--- src/design/assert_macros.svh ---
// assertion macros for the ring region manager
`ifndef ASSERT_MACROS_SVH
`define ASSERT_MACROS_SVH

// checked on every clock edge outside reset
`define ASSERT_CLK(label, prop, msg) \
  label: assert property (@(posedge clk) disable iff (!rst_n) prop) else $error(msg);

// checked on every clock edge, reset included
`define ASSERT_ALWAYS(label, prop, msg) \
  label: assert property (@(posedge clk) prop) else $error(msg);

`endif

--- src/design/crrm_pkg.sv ---
// types and constants for the ring region manager
`timescale 1ns / 1ps

package crrm_pkg;

  localparam int FIELD_W    = 13;
  localparam int ACTION_W   = 3;
  localparam int STATUS_W   = 2;
  localparam int TOTAL_W    = 32;
  localparam int BUF_SIZE_DEF = 4096;

  typedef enum logic [ACTION_W-1:0] {
    ACT_RESERVE = 3'd0,
    ACT_COMMIT  = 3'd1,
    ACT_READ    = 3'd2,
    ACT_PEEK    = 3'd3,
    ACT_RELEASE = 3'd4,
    ACT_BACKOFF = 3'd5,
    ACT_REINIT  = 3'd6
  } action_t;

  typedef enum logic [STATUS_W-1:0] {
    ST_OK        = 2'd0,
    ST_NO_ROOM   = 2'd1,
    ST_SATURATED = 2'd2
  } status_t;

  typedef struct packed {
    action_t              action;
    logic [FIELD_W-1:0]   length;
  } req_t;

  typedef struct packed {
    status_t              status;
    logic [FIELD_W-1:0]   region_offset;
    logic [FIELD_W-1:0]   region_length;
    logic [FIELD_W-1:0]   used_bytes;
  } rsp_t;

endpackage

--- src/design/crrm_ifs.sv ---
// request and result channel interfaces
`timescale 1ns / 1ps

interface crrm_in_if;
  logic                              valid;
  logic                              ready;
  logic [crrm_pkg::ACTION_W-1:0]     action;
  logic [crrm_pkg::FIELD_W-1:0]      length;

  modport source (output valid, action, length, input ready);
  modport sink   (input valid, action, length, output ready);
endinterface

interface crrm_out_if;
  logic                              valid;
  logic                              ready;
  logic [crrm_pkg::STATUS_W-1:0]     status;
  logic [crrm_pkg::FIELD_W-1:0]      region_offset;
  logic [crrm_pkg::FIELD_W-1:0]      region_length;
  logic [crrm_pkg::FIELD_W-1:0]      used_bytes;

  modport source (output valid, status, region_offset, region_length, used_bytes,
                  input ready);
  modport sink   (input valid, status, region_offset, region_length, used_bytes,
                  output ready);
endinterface

--- src/design/contiguous_ring_region_manager_top.sv ---
// top level of the contiguous ring region manager
//
// usage
//   in_chan  : request channel (valid/ready), carries action and length
//   out_chan : result channel (valid/ready), carries status, region offset,
//              region length and used byte count, one result per request
//   each request is first captured in an input register; from there it is
//   evaluated against the offset registers, which it updates, while the
//   result register is loaded
// throughput: one request per cycle while out_ready is high; the offset
//   and count updates are a few adds and compares, done in the same cycle
//   that loads the result register
// stall: while the result register is held the input register keeps its
//   request, or, if it is empty, can still accept one further request;
//   in_ready falls only when both registers are full and out_ready is low
// reset: rst_n low at a clock edge empties both registers, sets the write
//   and read offsets, used count and running total to zero and the wrap
//   mark to the buffer size minus one; a reinitialise request does the same
//   to the offset state
`timescale 1ns / 1ps
`include "assert_macros.svh"

module contiguous_ring_region_manager_top #(
  parameter int BUF_SIZE = crrm_pkg::BUF_SIZE_DEF
) (
  input  logic               clk,
  input  logic               rst_n,
  crrm_in_if.sink            in_chan,
  crrm_out_if.source         out_chan
);

  localparam int CW = $clog2(BUF_SIZE + 1);

  // request handoff between the stages
  logic            req_valid;
  crrm_pkg::req_t  req;
  logic            slot_free;
  logic            fire;
  crrm_pkg::rsp_t  rsp_nxt;
  crrm_pkg::rsp_t  rsp_q;

  // ring offset state
  logic [CW-1:0]                 wr_off_r, wr_off_nxt;
  logic [CW-1:0]                 rd_off_r, rd_off_nxt;
  logic [CW-1:0]                 wrap_r, wrap_nxt;
  logic [CW-1:0]                 used_r, used_nxt;
  logic [crrm_pkg::TOTAL_W-1:0]  total_r, total_nxt;

  // a request is executed when it sits in the input register and the
  // result register can take its answer
  assign fire = req_valid && slot_free;

  crrm_in_reg u_in_reg (
    .clk       (clk),
    .rst_n     (rst_n),
    .in_valid  (in_chan.valid),
    .in_ready  (in_chan.ready),
    .in_action (in_chan.action),
    .in_length (in_chan.length),
    .take      (fire),
    .req_valid (req_valid),
    .req       (req)
  );

  crrm_engine #(
    .BUF_SIZE (BUF_SIZE)
  ) u_engine (
    .req        (req),
    .wr_off     (wr_off_r),
    .rd_off     (rd_off_r),
    .wrap       (wrap_r),
    .used       (used_r),
    .total      (total_r),
    .wr_off_nxt (wr_off_nxt),
    .rd_off_nxt (rd_off_nxt),
    .wrap_nxt   (wrap_nxt),
    .used_nxt   (used_nxt),
    .total_nxt  (total_nxt),
    .rsp        (rsp_nxt)
  );

  // offset state only moves when a request is executed
  always_ff @(posedge clk) begin
    if (!rst_n) begin
      wr_off_r <= '0;
      rd_off_r <= '0;
      wrap_r   <= CW'(BUF_SIZE - 1);
      used_r   <= '0;
      total_r  <= '0;
    end else if (fire) begin
      wr_off_r <= wr_off_nxt;
      rd_off_r <= rd_off_nxt;
      wrap_r   <= wrap_nxt;
      used_r   <= used_nxt;
      total_r  <= total_nxt;
    end
  end

  crrm_out_reg u_out_reg (
    .clk       (clk),
    .rst_n     (rst_n),
    .load      (fire),
    .rsp_i     (rsp_nxt),
    .slot_free (slot_free),
    .out_valid (out_chan.valid),
    .out_ready (out_chan.ready),
    .rsp_o     (rsp_q)
  );

  assign out_chan.status        = rsp_q.status;
  assign out_chan.region_offset = rsp_q.region_offset;
  assign out_chan.region_length = rsp_q.region_length;
  assign out_chan.used_bytes    = rsp_q.used_bytes;

  // used count never passes the buffer size
  `ASSERT_CLK(a_used_bound, used_r <= CW'(BUF_SIZE), "used count beyond buffer size")

  // write offset and wrap mark stay inside the ring
  `ASSERT_CLK(a_offs_bound, (wr_off_r <= CW'(BUF_SIZE)) && (wrap_r <= CW'(BUF_SIZE)), "offset beyond ring")

  // an executed request always produces a result next cycle
  `ASSERT_CLK(a_fire_result, fire |=> out_chan.valid, "executed request left no result")

  // back-pressure only when both stages are occupied and the sink stalls
  `ASSERT_CLK(a_ready_cause, !in_chan.ready |-> (req_valid && out_chan.valid && !out_chan.ready), "input stalled without cause")

endmodule

--- src/design/crrm_in_reg.sv ---
// input request register
`timescale 1ns / 1ps

module crrm_in_reg (
  input  logic                                clk,
  input  logic                                rst_n,
  input  logic                                in_valid,
  output logic                                in_ready,
  input  logic [crrm_pkg::ACTION_W-1:0]       in_action,
  input  logic [crrm_pkg::FIELD_W-1:0]        in_length,
  input  logic                                take,
  output logic                                req_valid,
  output crrm_pkg::req_t                      req
);

  logic            valid_r;
  crrm_pkg::req_t  req_r;

  // free when empty or being drained this cycle
  assign in_ready  = !valid_r || take;
  assign req_valid = valid_r;
  assign req       = req_r;

  always_ff @(posedge clk) begin
    if (!rst_n) begin
      valid_r <= 1'b0;
    end else if (in_ready) begin
      valid_r <= in_valid;
    end
  end

  always_ff @(posedge clk) begin
    if (in_ready && in_valid) begin
      req_r.action <= crrm_pkg::action_t'(in_action);
      req_r.length <= in_length;
    end
  end

endmodule

--- src/design/crrm_engine.sv ---
// next-state and result logic for one request
`timescale 1ns / 1ps

module crrm_engine #(
  parameter int BUF_SIZE = crrm_pkg::BUF_SIZE_DEF,
  localparam int CW = $clog2(BUF_SIZE + 1),
  localparam int AW = ((CW > crrm_pkg::FIELD_W) ? CW : crrm_pkg::FIELD_W) + 1
) (
  input  crrm_pkg::req_t                    req,
  input  logic [CW-1:0]                     wr_off,
  input  logic [CW-1:0]                     rd_off,
  input  logic [CW-1:0]                     wrap,
  input  logic [CW-1:0]                     used,
  input  logic [crrm_pkg::TOTAL_W-1:0]      total,
  output logic [CW-1:0]                     wr_off_nxt,
  output logic [CW-1:0]                     rd_off_nxt,
  output logic [CW-1:0]                     wrap_nxt,
  output logic [CW-1:0]                     used_nxt,
  output logic [crrm_pkg::TOTAL_W-1:0]      total_nxt,
  output crrm_pkg::rsp_t                    rsp
);

  localparam logic [AW-1:0] BUF_A = AW'(BUF_SIZE);
  localparam logic [AW-1:0] END_A = AW'(BUF_SIZE - 1);
  localparam logic [CW-1:0] END_C = CW'(BUF_SIZE - 1);

  logic [AW-1:0] len_a, wr_a, used_a, rd_eff_a, wrap_eff_a;
  logic [AW-1:0] used_plus, wr_plus, want_a, room_a, grant_a;
  logic [CW-1:0] rd_eff, wrap_eff;

  assign len_a     = AW'(req.length);
  assign wr_a      = AW'(wr_off);
  assign used_a    = AW'(used);
  assign used_plus = used_a + len_a;
  assign wr_plus   = wr_a + len_a;

  // read side snaps back to the start once it reaches the wrap mark
  assign rd_eff     = (wrap == rd_off) ? '0 : rd_off;
  assign wrap_eff   = (wrap == rd_off) ? END_C : wrap;
  assign rd_eff_a   = AW'(rd_eff);
  assign wrap_eff_a = AW'(wrap_eff);
  assign want_a     = (used_a > len_a) ? len_a : used_a;
  assign room_a     = (wrap_eff_a > rd_eff_a) ? (wrap_eff_a - rd_eff_a) : '0;
  assign grant_a    = (want_a > room_a) ? room_a : want_a;

  always_comb begin
    wr_off_nxt        = wr_off;
    rd_off_nxt        = rd_off;
    wrap_nxt          = wrap;
    used_nxt          = used;
    total_nxt         = total;
    rsp.status        = crrm_pkg::ST_OK;
    rsp.region_offset = '0;
    rsp.region_length = '0;
    case (req.action)
      crrm_pkg::ACT_RESERVE: begin
        if (used_plus > BUF_A) begin
          rsp.status = crrm_pkg::ST_NO_ROOM;
        end else if (wr_plus <= END_A) begin
          rsp.region_offset = crrm_pkg::FIELD_W'(wr_off);
          rsp.region_length = req.length;
          wr_off_nxt        = CW'(wr_plus);
        end else begin
          // does not fit before the end mark: wrap to the start
          wrap_nxt          = wr_off;
          wr_off_nxt        = CW'(len_a);
          rsp.region_length = req.length;
        end
      end
      crrm_pkg::ACT_COMMIT: begin
        if (used_plus > BUF_A) begin
          used_nxt   = CW'(BUF_SIZE);
          rsp.status = crrm_pkg::ST_SATURATED;
        end else begin
          used_nxt = CW'(used_plus);
        end
        total_nxt = total + crrm_pkg::TOTAL_W'(req.length);
      end
      crrm_pkg::ACT_READ, crrm_pkg::ACT_PEEK: begin
        rd_off_nxt = rd_eff;
        wrap_nxt   = wrap_eff;
        if (used != '0) begin
          rsp.region_offset = crrm_pkg::FIELD_W'(rd_eff);
          rsp.region_length = crrm_pkg::FIELD_W'(grant_a);
          if (req.action == crrm_pkg::ACT_READ) begin
            rd_off_nxt = CW'(rd_eff_a + grant_a);
          end
        end
      end
      crrm_pkg::ACT_RELEASE: begin
        if (len_a > used_a) begin
          used_nxt   = '0;
          rsp.status = crrm_pkg::ST_SATURATED;
        end else begin
          used_nxt = CW'(used_a - len_a);
        end
      end
      crrm_pkg::ACT_BACKOFF: begin
        used_nxt   = (len_a > used_a) ? '0 : CW'(used_a - len_a);
        wr_off_nxt = (len_a > wr_a) ? '0 : CW'(wr_a - len_a);
        if ((len_a > used_a) || (len_a > wr_a)) begin
          rsp.status = crrm_pkg::ST_SATURATED;
        end
      end
      crrm_pkg::ACT_REINIT: begin
        wr_off_nxt = '0;
        rd_off_nxt = '0;
        wrap_nxt   = END_C;
        used_nxt   = '0;
        total_nxt  = '0;
      end
      default: begin
      end
    endcase
    rsp.used_bytes = crrm_pkg::FIELD_W'(used_nxt);
  end

endmodule

--- src/design/crrm_out_reg.sv ---
// result register
`timescale 1ns / 1ps

module crrm_out_reg (
  input  logic                clk,
  input  logic                rst_n,
  input  logic                load,
  input  crrm_pkg::rsp_t      rsp_i,
  output logic                slot_free,
  output logic                out_valid,
  input  logic                out_ready,
  output crrm_pkg::rsp_t      rsp_o
);

  logic            valid_r;
  crrm_pkg::rsp_t  rsp_r;

  assign slot_free = !valid_r || out_ready;
  assign out_valid = valid_r;
  assign rsp_o     = rsp_r;

  always_ff @(posedge clk) begin
    if (!rst_n) begin
      valid_r <= 1'b0;
    end else if (slot_free) begin
      valid_r <= load;
    end
  end

  always_ff @(posedge clk) begin
    if (load) begin
      rsp_r <= rsp_i;
    end
  end

endmodule
--- src/flat_wrapper.sv ---
// flat-port wrapper written by rule: the top's interface ports become plain ports
module contiguous_ring_region_manager_top_flat 
#(
  parameter int BUF_SIZE = crrm_pkg::BUF_SIZE_DEF
)
  (clk, rst_n, in_chan_valid, in_chan_action, in_chan_length, in_chan_ready, out_chan_valid, out_chan_status, out_chan_region_offset, out_chan_region_length, out_chan_used_bytes, out_chan_ready);
  crrm_in_if in_chan_i ();
  crrm_out_if out_chan_i ();
  input  logic clk;
  input  logic rst_n;
  input wire logic [$bits(in_chan_i.valid)-1:0] in_chan_valid;
  input wire logic [$bits(in_chan_i.action)-1:0] in_chan_action;
  input wire logic [$bits(in_chan_i.length)-1:0] in_chan_length;
  output wire logic [$bits(in_chan_i.ready)-1:0] in_chan_ready;
  output wire logic [$bits(out_chan_i.valid)-1:0] out_chan_valid;
  output wire logic [$bits(out_chan_i.status)-1:0] out_chan_status;
  output wire logic [$bits(out_chan_i.region_offset)-1:0] out_chan_region_offset;
  output wire logic [$bits(out_chan_i.region_length)-1:0] out_chan_region_length;
  output wire logic [$bits(out_chan_i.used_bytes)-1:0] out_chan_used_bytes;
  input wire logic [$bits(out_chan_i.ready)-1:0] out_chan_ready;
  assign in_chan_i.valid = in_chan_valid;
  assign in_chan_i.action = in_chan_action;
  assign in_chan_i.length = in_chan_length;
  assign in_chan_ready = in_chan_i.ready;
  assign out_chan_valid = out_chan_i.valid;
  assign out_chan_status = out_chan_i.status;
  assign out_chan_region_offset = out_chan_i.region_offset;
  assign out_chan_region_length = out_chan_i.region_length;
  assign out_chan_used_bytes = out_chan_i.used_bytes;
  assign out_chan_i.ready = out_chan_ready;
  contiguous_ring_region_manager_top #(.BUF_SIZE(BUF_SIZE)) u_core (.clk(clk), .rst_n(rst_n), .in_chan(in_chan_i), .out_chan(out_chan_i));
endmodule
--- config.mk ---
export PLATFORM = sky130hd
export DESIGN_NAME = contiguous_ring_region_manager_top_flat
export DESIGN_NICKNAME = d
export VERILOG_FILES = /design/src/design/crrm_pkg.sv /design/src/design/crrm_ifs.sv /design/src/design/contiguous_ring_region_manager_top.sv /design/src/design/crrm_in_reg.sv /design/src/design/crrm_engine.sv /design/src/design/crrm_out_reg.sv /design/src/flat_wrapper.sv
export VERILOG_INCLUDE_DIRS = /design/src /design/src/design
export SDC_FILE = /design/constraint.sdc
export NUM_CORES = 1
export LEC_CHECK = 0
export ABC_AREA = 1
export BUFFER_PORTS_ARGS = -buffer_cell sky130_fd_sc_hd__buf_2
export CORE_ASPECT_RATIO = 2
export CORE_MARGIN = 1.5
export CORE_UTILIZATION = 55
export CTS_CLUSTER_DIAMETER = 50
export DETAILED_ROUTE_END_ITERATION = 8
export GPL_ROUTABILITY_DRIVEN = 0
export PLACE_DENSITY = 0.84
export SETUP_SLACK_MARGIN = 0.05
export SYNTH_ARGS = -nofsm -noshare
export SYNTH_HDL_FRONTEND = slang
export SYNTH_SLANG_ARGS = --single-unit
--- constraint.sdc ---
create_clock -name clk -period 6.6 [get_ports clk]
set_input_delay 0.66 -clock clk [delete_from_list [all_inputs] [get_ports clk]]
set_output_delay 0.66 -clock clk [all_outputs]
set_load 0.005 [all_outputs]
# Word-level counts from Yosys, hierarchy flattened
# Index checks and enable logic that the tools add are counted.
# W data, S select, Z words.
[totals]
reg_bits = 111
inputBits = 20
output_inout_bits = 43
wordCells = 78
[classes]
n_addsub = 6
magnitude_cmp = 7
n_eq_ne = 9
mux = 27
n_reduce_logical = 17
[ops]
columns = ["cell", "n"]
rows = [
  ["$mux W13", 14],
  ["$pmux W13 S3", 3],
  ["$gt A13 B13 Y1", 4],
  ["$mux W26", 2],
  ["$pmux W26 S2", 1],
  ["$add A13 B13 Y14", 2],
  ["$pmux W13 S2", 1],
  ["$sub A13 B13 Y13", 2],
  ["$gt A13 B14 Y1", 1],
  ["$gt A14 B13 Y1 const B", 1],
  ["$le A14 B12 Y1 const B", 1],
  ["$mux W14", 1],
  ["$sub A13 B13 Y14", 1],
  ["$add A13 B13 Y13", 1],
  ["$eq A13 B13 Y1", 1],
  ["$reduce_bool A13 Y1", 1],
  ["$eq A3 B3 Y1 const B", 3],
  ["$pmux W2 S4", 1],
  ["$eq A3 B2 Y1 const B", 2],
  ["$mux W2", 3],
  ["$reduce_bool A3 Y1", 2],
  ["$ne A2 B2 Y1 const B", 2],
  ["$reduce_and A4 Y1", 1],
  ["$reduce_or A2 Y1", 2],
  ["9 further kinds", 13],
]

# Logic depth before layout (Yosys ltp)
[depth]
ltp_word = 10
mapped_depth = 53
ltp_nobuf = 52

# Hierarchy
# From an unflattened synthesis, not the netlist that was laid out.
[unflattened]
cells_unflattened = 2060
hier_area_um2 = 13110.1
[modules_own_cells]
columns = ["mod", "instances", "cells_each", "area_each_um2", "seq_area_each_um2"]
rows = [
  ["crrm_engine", 1, 1480, 7923.8, 0.0],
  ["contiguous_ring_region_manager_top", 1, 510, 3377.0, 1681.6],
  ["crrm_out_reg", 1, 47, 1277.5, 1251.2],
  ["crrm_in_reg", 1, 23, 531.8, 500.5],
]

# Least setup slack after synthesis
# OpenSTA, ideal clock, no wires.
[synth_timing]
path_type = "reg-to-reg"
start = "register u_core.rd_off_r[12]"
end = "register u_core.rd_off_r[12]"
setup_ps = 132
arrival_ps = 6154
required_time_ps = 6468
slack_ps = 313
path_stages_with_launch = 48
path_buffers = 2
synth_period_minus_slack_ps = 6287
path_cell_list = "dfxtp_1 > inv_1 > ha_1 > inv_1 > a21oi_1 > nand3_1 > nor2_1 > nand2_2 > inv_1 > clkbuf_1 > nor2_1 > ha_1 > fa_1 > o21bai_1 > nand2_1 > nand2_1 > nand2_1 > or2_2 > [12 not listed] > buf_1 > nand2_1 > o21ai_0 > fa_1 > nand3_1 > nand2_1 > a21oi_1 > o21ai_0 > nand2_1 > inv_1 > nor2_1 > nor2_1 > nor2_1 > or2_2 > nand3_1 > nand2_1 > nand3_1 > a21oi_1"
[synth_between]
elab_chain_cells = 10
elab_cells_between_ends = 12
cone_classes = "add/sub (2); order compare (2); eq/ne (1); mux (7)"
[synth_rtl]
columns = ["item", "line", "rtl"]
rows = [
  ["start: declaration", "contiguous_ring_region_manager_top.sv:44", "logic [CW-1:0] rd_off_r, rd_off_nxt;"],
  ["start signal: assignment", "contiguous_ring_region_manager_top.sv:92", "rd_off_r <= rd_off_nxt;"],
  ["$eq A13 B13 Y1", "crrm_engine.sv:38, crrm_engine.sv:39", ""],
  ["$mux W13, on equally long branches", "crrm_engine.sv:39, crrm_engine.sv:38", ""],
  ["$sub A13 B13 Y14 or $gt A13 B13 Y1 (tied branches)", "crrm_engine.sv:43", "assign room_a = (wrap_eff_a > rd_eff_a) ? (wrap_eff_a - rd_eff_a) : '0;"],
  ["$mux W14", "crrm_engine.sv:43", ""],
  ["$gt A13 B14 Y1", "crrm_engine.sv:44", "assign grant_a = (want_a > room_a) ? room_a : want_a;"],
  ["$mux W13", "crrm_engine.sv:44", ""],
  ["$add A13 B13 Y13", "crrm_engine.sv:86", "rd_off_nxt = CW'(rd_eff_a + grant_a);"],
  ["$mux W13", "crrm_engine.sv:85", "if (req.action == crrm_pkg::ACT_READ) begin"],
  ["$mux W13 (*)", "crrm_engine.sv:82", "if (used != '0) begin"],
  ["$pmux W13 S2 (*)", "crrm_engine.sv:55", "case (req.action)"],
]
# Every way passes the cells marked *; elsewhere a longest branch is shown, timed or not.
# A chain may end at the register's enable or synchronous reset.

# Worst setup path after layout
# Ends and elaborated chain as after synthesis.

==> flow_metrics.py <==
metrics = {
    "die": {
        "initial_utilization": 0.5577,
        "dieHeight_um": 189.2,
        "io_pins": 63,
        "die_area_um2": 18190,
        "core_area_um2": 17100,
        "die_width_um": 96.11,
        "rows": 68,
    },
    "sta": {
        "clock_skew_ps": 15.67,
        "fmax_mhz": 139.5,
        "worst_slew_pin_slew_ps": 1203,
        "setup_ws_ps": -568.7,
        "fin_crit_sh": 1.086,
        "finalMaxSlewViolations": 0,
        "maxSlewHeadroom": 0.1979,
        "final-setup-viol-count": 9,
        "hold_viol_final": 0,
        "fin_crit_ps": 7169,
        "rsz0062_at_grt": "true",
    },
    "detailed_routing": {
        "drt_wl_total_um": 34900,
        "dr.pass1.iters": 9,
        "wire_per_inst_um": 20.82,
        "avgViaCountPerCell": 6.532,
        "vias": 10947,
        "first_iter_violations": 1805,
        "ant_nets": 0,
        "drc": 38,
    },
    "hold_path": {
        "hp-class": "input port to flip-flop",
        "min_from": "in_chan_length[9]",
        "holdPathEnd": "u_core.u_in_reg.req[9]$_DFFE_PP_",
        "hold_path_depth": 1,
    },
    "clocking": {
        "root_buffer": "clkbuf_16",
        "cts.clk_slew.worst_paths_ps": 90,
        "cts_hold_buf": 0,
        "cts_tree": "built",
        "clockBufferDepth": 2,
        "cts_buffers": 9,
        "insertion_delay_ps": 370,
        "cts_sinks": 111,
        "h-tree-depth": 3,
    },
    "setup_path": {
        "cp-end-kind": "flip-flop",
        "reg2reg_depth": 44,
        "r2r-start": "u_core.rd_off_r[12]$_SDFFE_PN0P_",
        "max_stage_delay_ps": 720,
        "reg2reg_to": "u_core.rd_off_r[12]$_SDFFE_PN0P_",
        "crit_top_cell": "nand2_2",
        "cp-start-kind": "flip-flop",
        "critPathMaxFanout": 16,
        "reg2reg_setup_slack_ps": -570,
        "worstPathArrival_ps": 7470,
        "worstPathRequired_ps": 6900,
        "cp_slowest_cell": "nor4_2",
        "worstSetupPathType": "flip-flop to flip-flop",
    },
    "power_and_ir_drop": {
        "powerDensity_nw_per_um2": 194.4,
        "power_mw": 2.180,
        "p_leak_nw": 5.397,
        "irDropWorstVdd_mv": 0.1517,
    },
    "logic_synthesis": {
        "synth_ff_type": "edfxtp_1",
        "async_flop_share": 0,
        "synth_area_per_cell_um2": 6.992,
        "yosys_warnings": 0,
        "netlist-cell-type-count": 49,
        "synthesis.instances": 1364,
        "ys_ff_latch": 111,
        "netlist_area_um2": 9537,
        "synth_edf_count": 57,
        "synth_fp_nets": 1480,
        "synth.yosys.seq_area_share": 0.2928,
    },
    "grt": {
        "grt_pass1_wl_um": 48830,
        "antenna_found_initial": 0,
        "grt.total_usage": 0.3521,
        "overflow": 0,
        "grt_max_degree": 41,
        "grt_pass1_vias": 9861,
    },
    "job": {
        "maxCapViolations": 0,
    },
    "final_layout": {
        "fin_cells": 1676,
        "nets": 1577,
        "ff_latch_area_um2": 2796,
        "num_antenna_cells": 0,
        "fillCellCount": 1324,
        "multi_input_area_um2": 6190,
        "drive_gt1_frac": 0.1965,
        "layout_commonest_cell": "nand2_1",
        "syn_to_final_growth_pct": 17.59,
        "final_cell_mix": "nand2_1 (266), inv_1 (187), nor2_1 (102)",
    },
    "placement": {
        "dp.cells": 1632,
        "numPortBuffers": 62,
        "dp_hpwl_um": 23490,
    },
    "run_status": {
        "status": "finished with violations",
        "violations": "design-rule violations, negative setup slack",
    },
}
-- cell type report --
class / count / area share
clock buffer: 9 / 0.02008
clock inverter: 7 / 0.006806
inverter: 216 / 0.07352
multi-input combinational: 995 / 0.5519
sequential: 111 / 0.2494
tap: 210 / 0.02343
timing repair buffer: 128 / 0.07486
-- worst max path at each step --
stage	start	end	cells past startpoint
finish	u_core.rd_off_r[12]$_SDFFE_PN0P_	u_core.rd_off_r[12]$_SDFFE_PN0P_	44
global placement	u_core.rd_off_r[12]$_SDFFE_PN0P_	u_core.rd_off_r[12]$_SDFFE_PN0P_	46
floorplan	u_core.rd_off_r[12]$_SDFFE_PN0P_	u_core.rd_off_r[12]$_SDFFE_PN0P_	47
global route	u_core.rd_off_r[3]$_SDFFE_PN0P_	u_core.rd_off_r[12]$_SDFFE_PN0P_	46
CTS	u_core.rd_off_r[12]$_SDFFE_PN0P_	u_core.rd_off_r[12]$_SDFFE_PN0P_	51
detailed placement	u_core.rd_off_r[12]$_SDFFE_PN0P_	u_core.rd_off_r[12]$_SDFFE_PN0P_	46
-- synthesized netlist by cell type (2+ instances only) --
master	n	area (µm²)
nand2_1	288	1081
nand3_2	2	20.02
nand3b_1	2	15.01
buf_2	13	65.06
a32o_1	12	120.1
buf_1	2	7.510
edfxtp_1	57	1712
o21ai_1	8	40.04
o21a_1	2	15.01
nand3_1	90	450.4
o31ai_1	3	22.52
o21ai_2	3	26.28
o221ai_1	2	17.52
o211ai_1	9	67.56
buf_6	5	56.30
clkbuf_1	20	75.07
nor2_1	120	450.4
inv_2	10	37.54
nand4_1	26	162.7
o22ai_1	23	143.9
or2_2	10	62.56
a21oi_1	113	565.5
xnor2_1	4	35.03
a21o_1	4	30.03
a221oi_1	2	17.52
clkbuf_2	3	15.01
o21ai_0	92	460.4
nor4_1	5	31.28
ha_1	90	1126
a21oi_2	2	17.52
fa_1	6	120.1
clkinv_1	2	7.510
dfxtp_1	54	1081
a31oi_1	9	56.30
inv_1	203	762.0
nor3_1	7	35.03
o21bai_1	12	90.09
nand2_2	6	37.54
xor2_1	33	289.0
-- registers in the layout, summed over array words and instances, names as in the netlist --
register,flops
u_core.u_out_reg.rsp_o,41
u_core.u_in_reg.req,16
u_core.rd_off_r,13
u_core.used_r,13
u_core.wr_off_r,13
u_core.wrap_r,13
u_core.u_in_reg.req_valid,1
u_core.u_out_reg.out_valid,1
-- critical path, delay by kind of cell, from the launching register on --
family / cells / cell delay (ps)
fa+ha+maj: 5 / 1560
simple gates: 22 / 2980
buf+inv: 8 / 800
flops: 1 / 360
compound gates: 9 / 1350
-- metal layers --
metal,up-vias,track usage,part of all wire
met5,-,0,0
li1,4747,-,-
met3,354,0.07510,0.14
met1,4920,0.4241,0.32
met4,0,0.2506,0.11
met2,926,0.5425,0.44
-- report_power, final --
part	switching (mW)	internal [mW]	total (mW)
Combinational	0.525	0.268	0.794
Sequential	0.0378	0.766	0.803
Clock	0.284	0.300	0.584
Total	0.846	1.33	2.18
-- stage by stage --
stage	utilization	setup slack (ps)	hold WS [ps]	cell area, µm²	setup TNS [ps]
2_1_floorplan	-	313.5	445.0	9537	0
3_3_place_gp	0.5955	203.9	457.1	10180	0
3_5_place_dp	0.5955	-185.7	465.7	10180	-244.6
4_1_cts	0.6190	78.11	468.8	10590	0
5_1_grt	0.6558	-920.1	465.5	11210	-5273
6_report	0.6558	-568.7	463.6	11210	-2624
-- logic make-up after synthesis --
logic type | after synthesis | share of synthesized area
and+or+nand+nor | 559 | 0.2497
AOI/OAI and AO/OA | 302 | 0.1846
buffers and inverters | 259 | 0.1082
DFF | 111 | 0.2928
adders and majority gates | 96 | 0.1307
xor gates and xnor gates | 37 | 0.03398
-- what timing repair did --
item | CTS | global route
setup endpoints to repair | 5 | 10
pin swaps | 4 | 49
cloned | 0 | 2
buffers inserted | 7 | 19
resized for setup | 14 | 125
(Power assumes the default switching activity.)
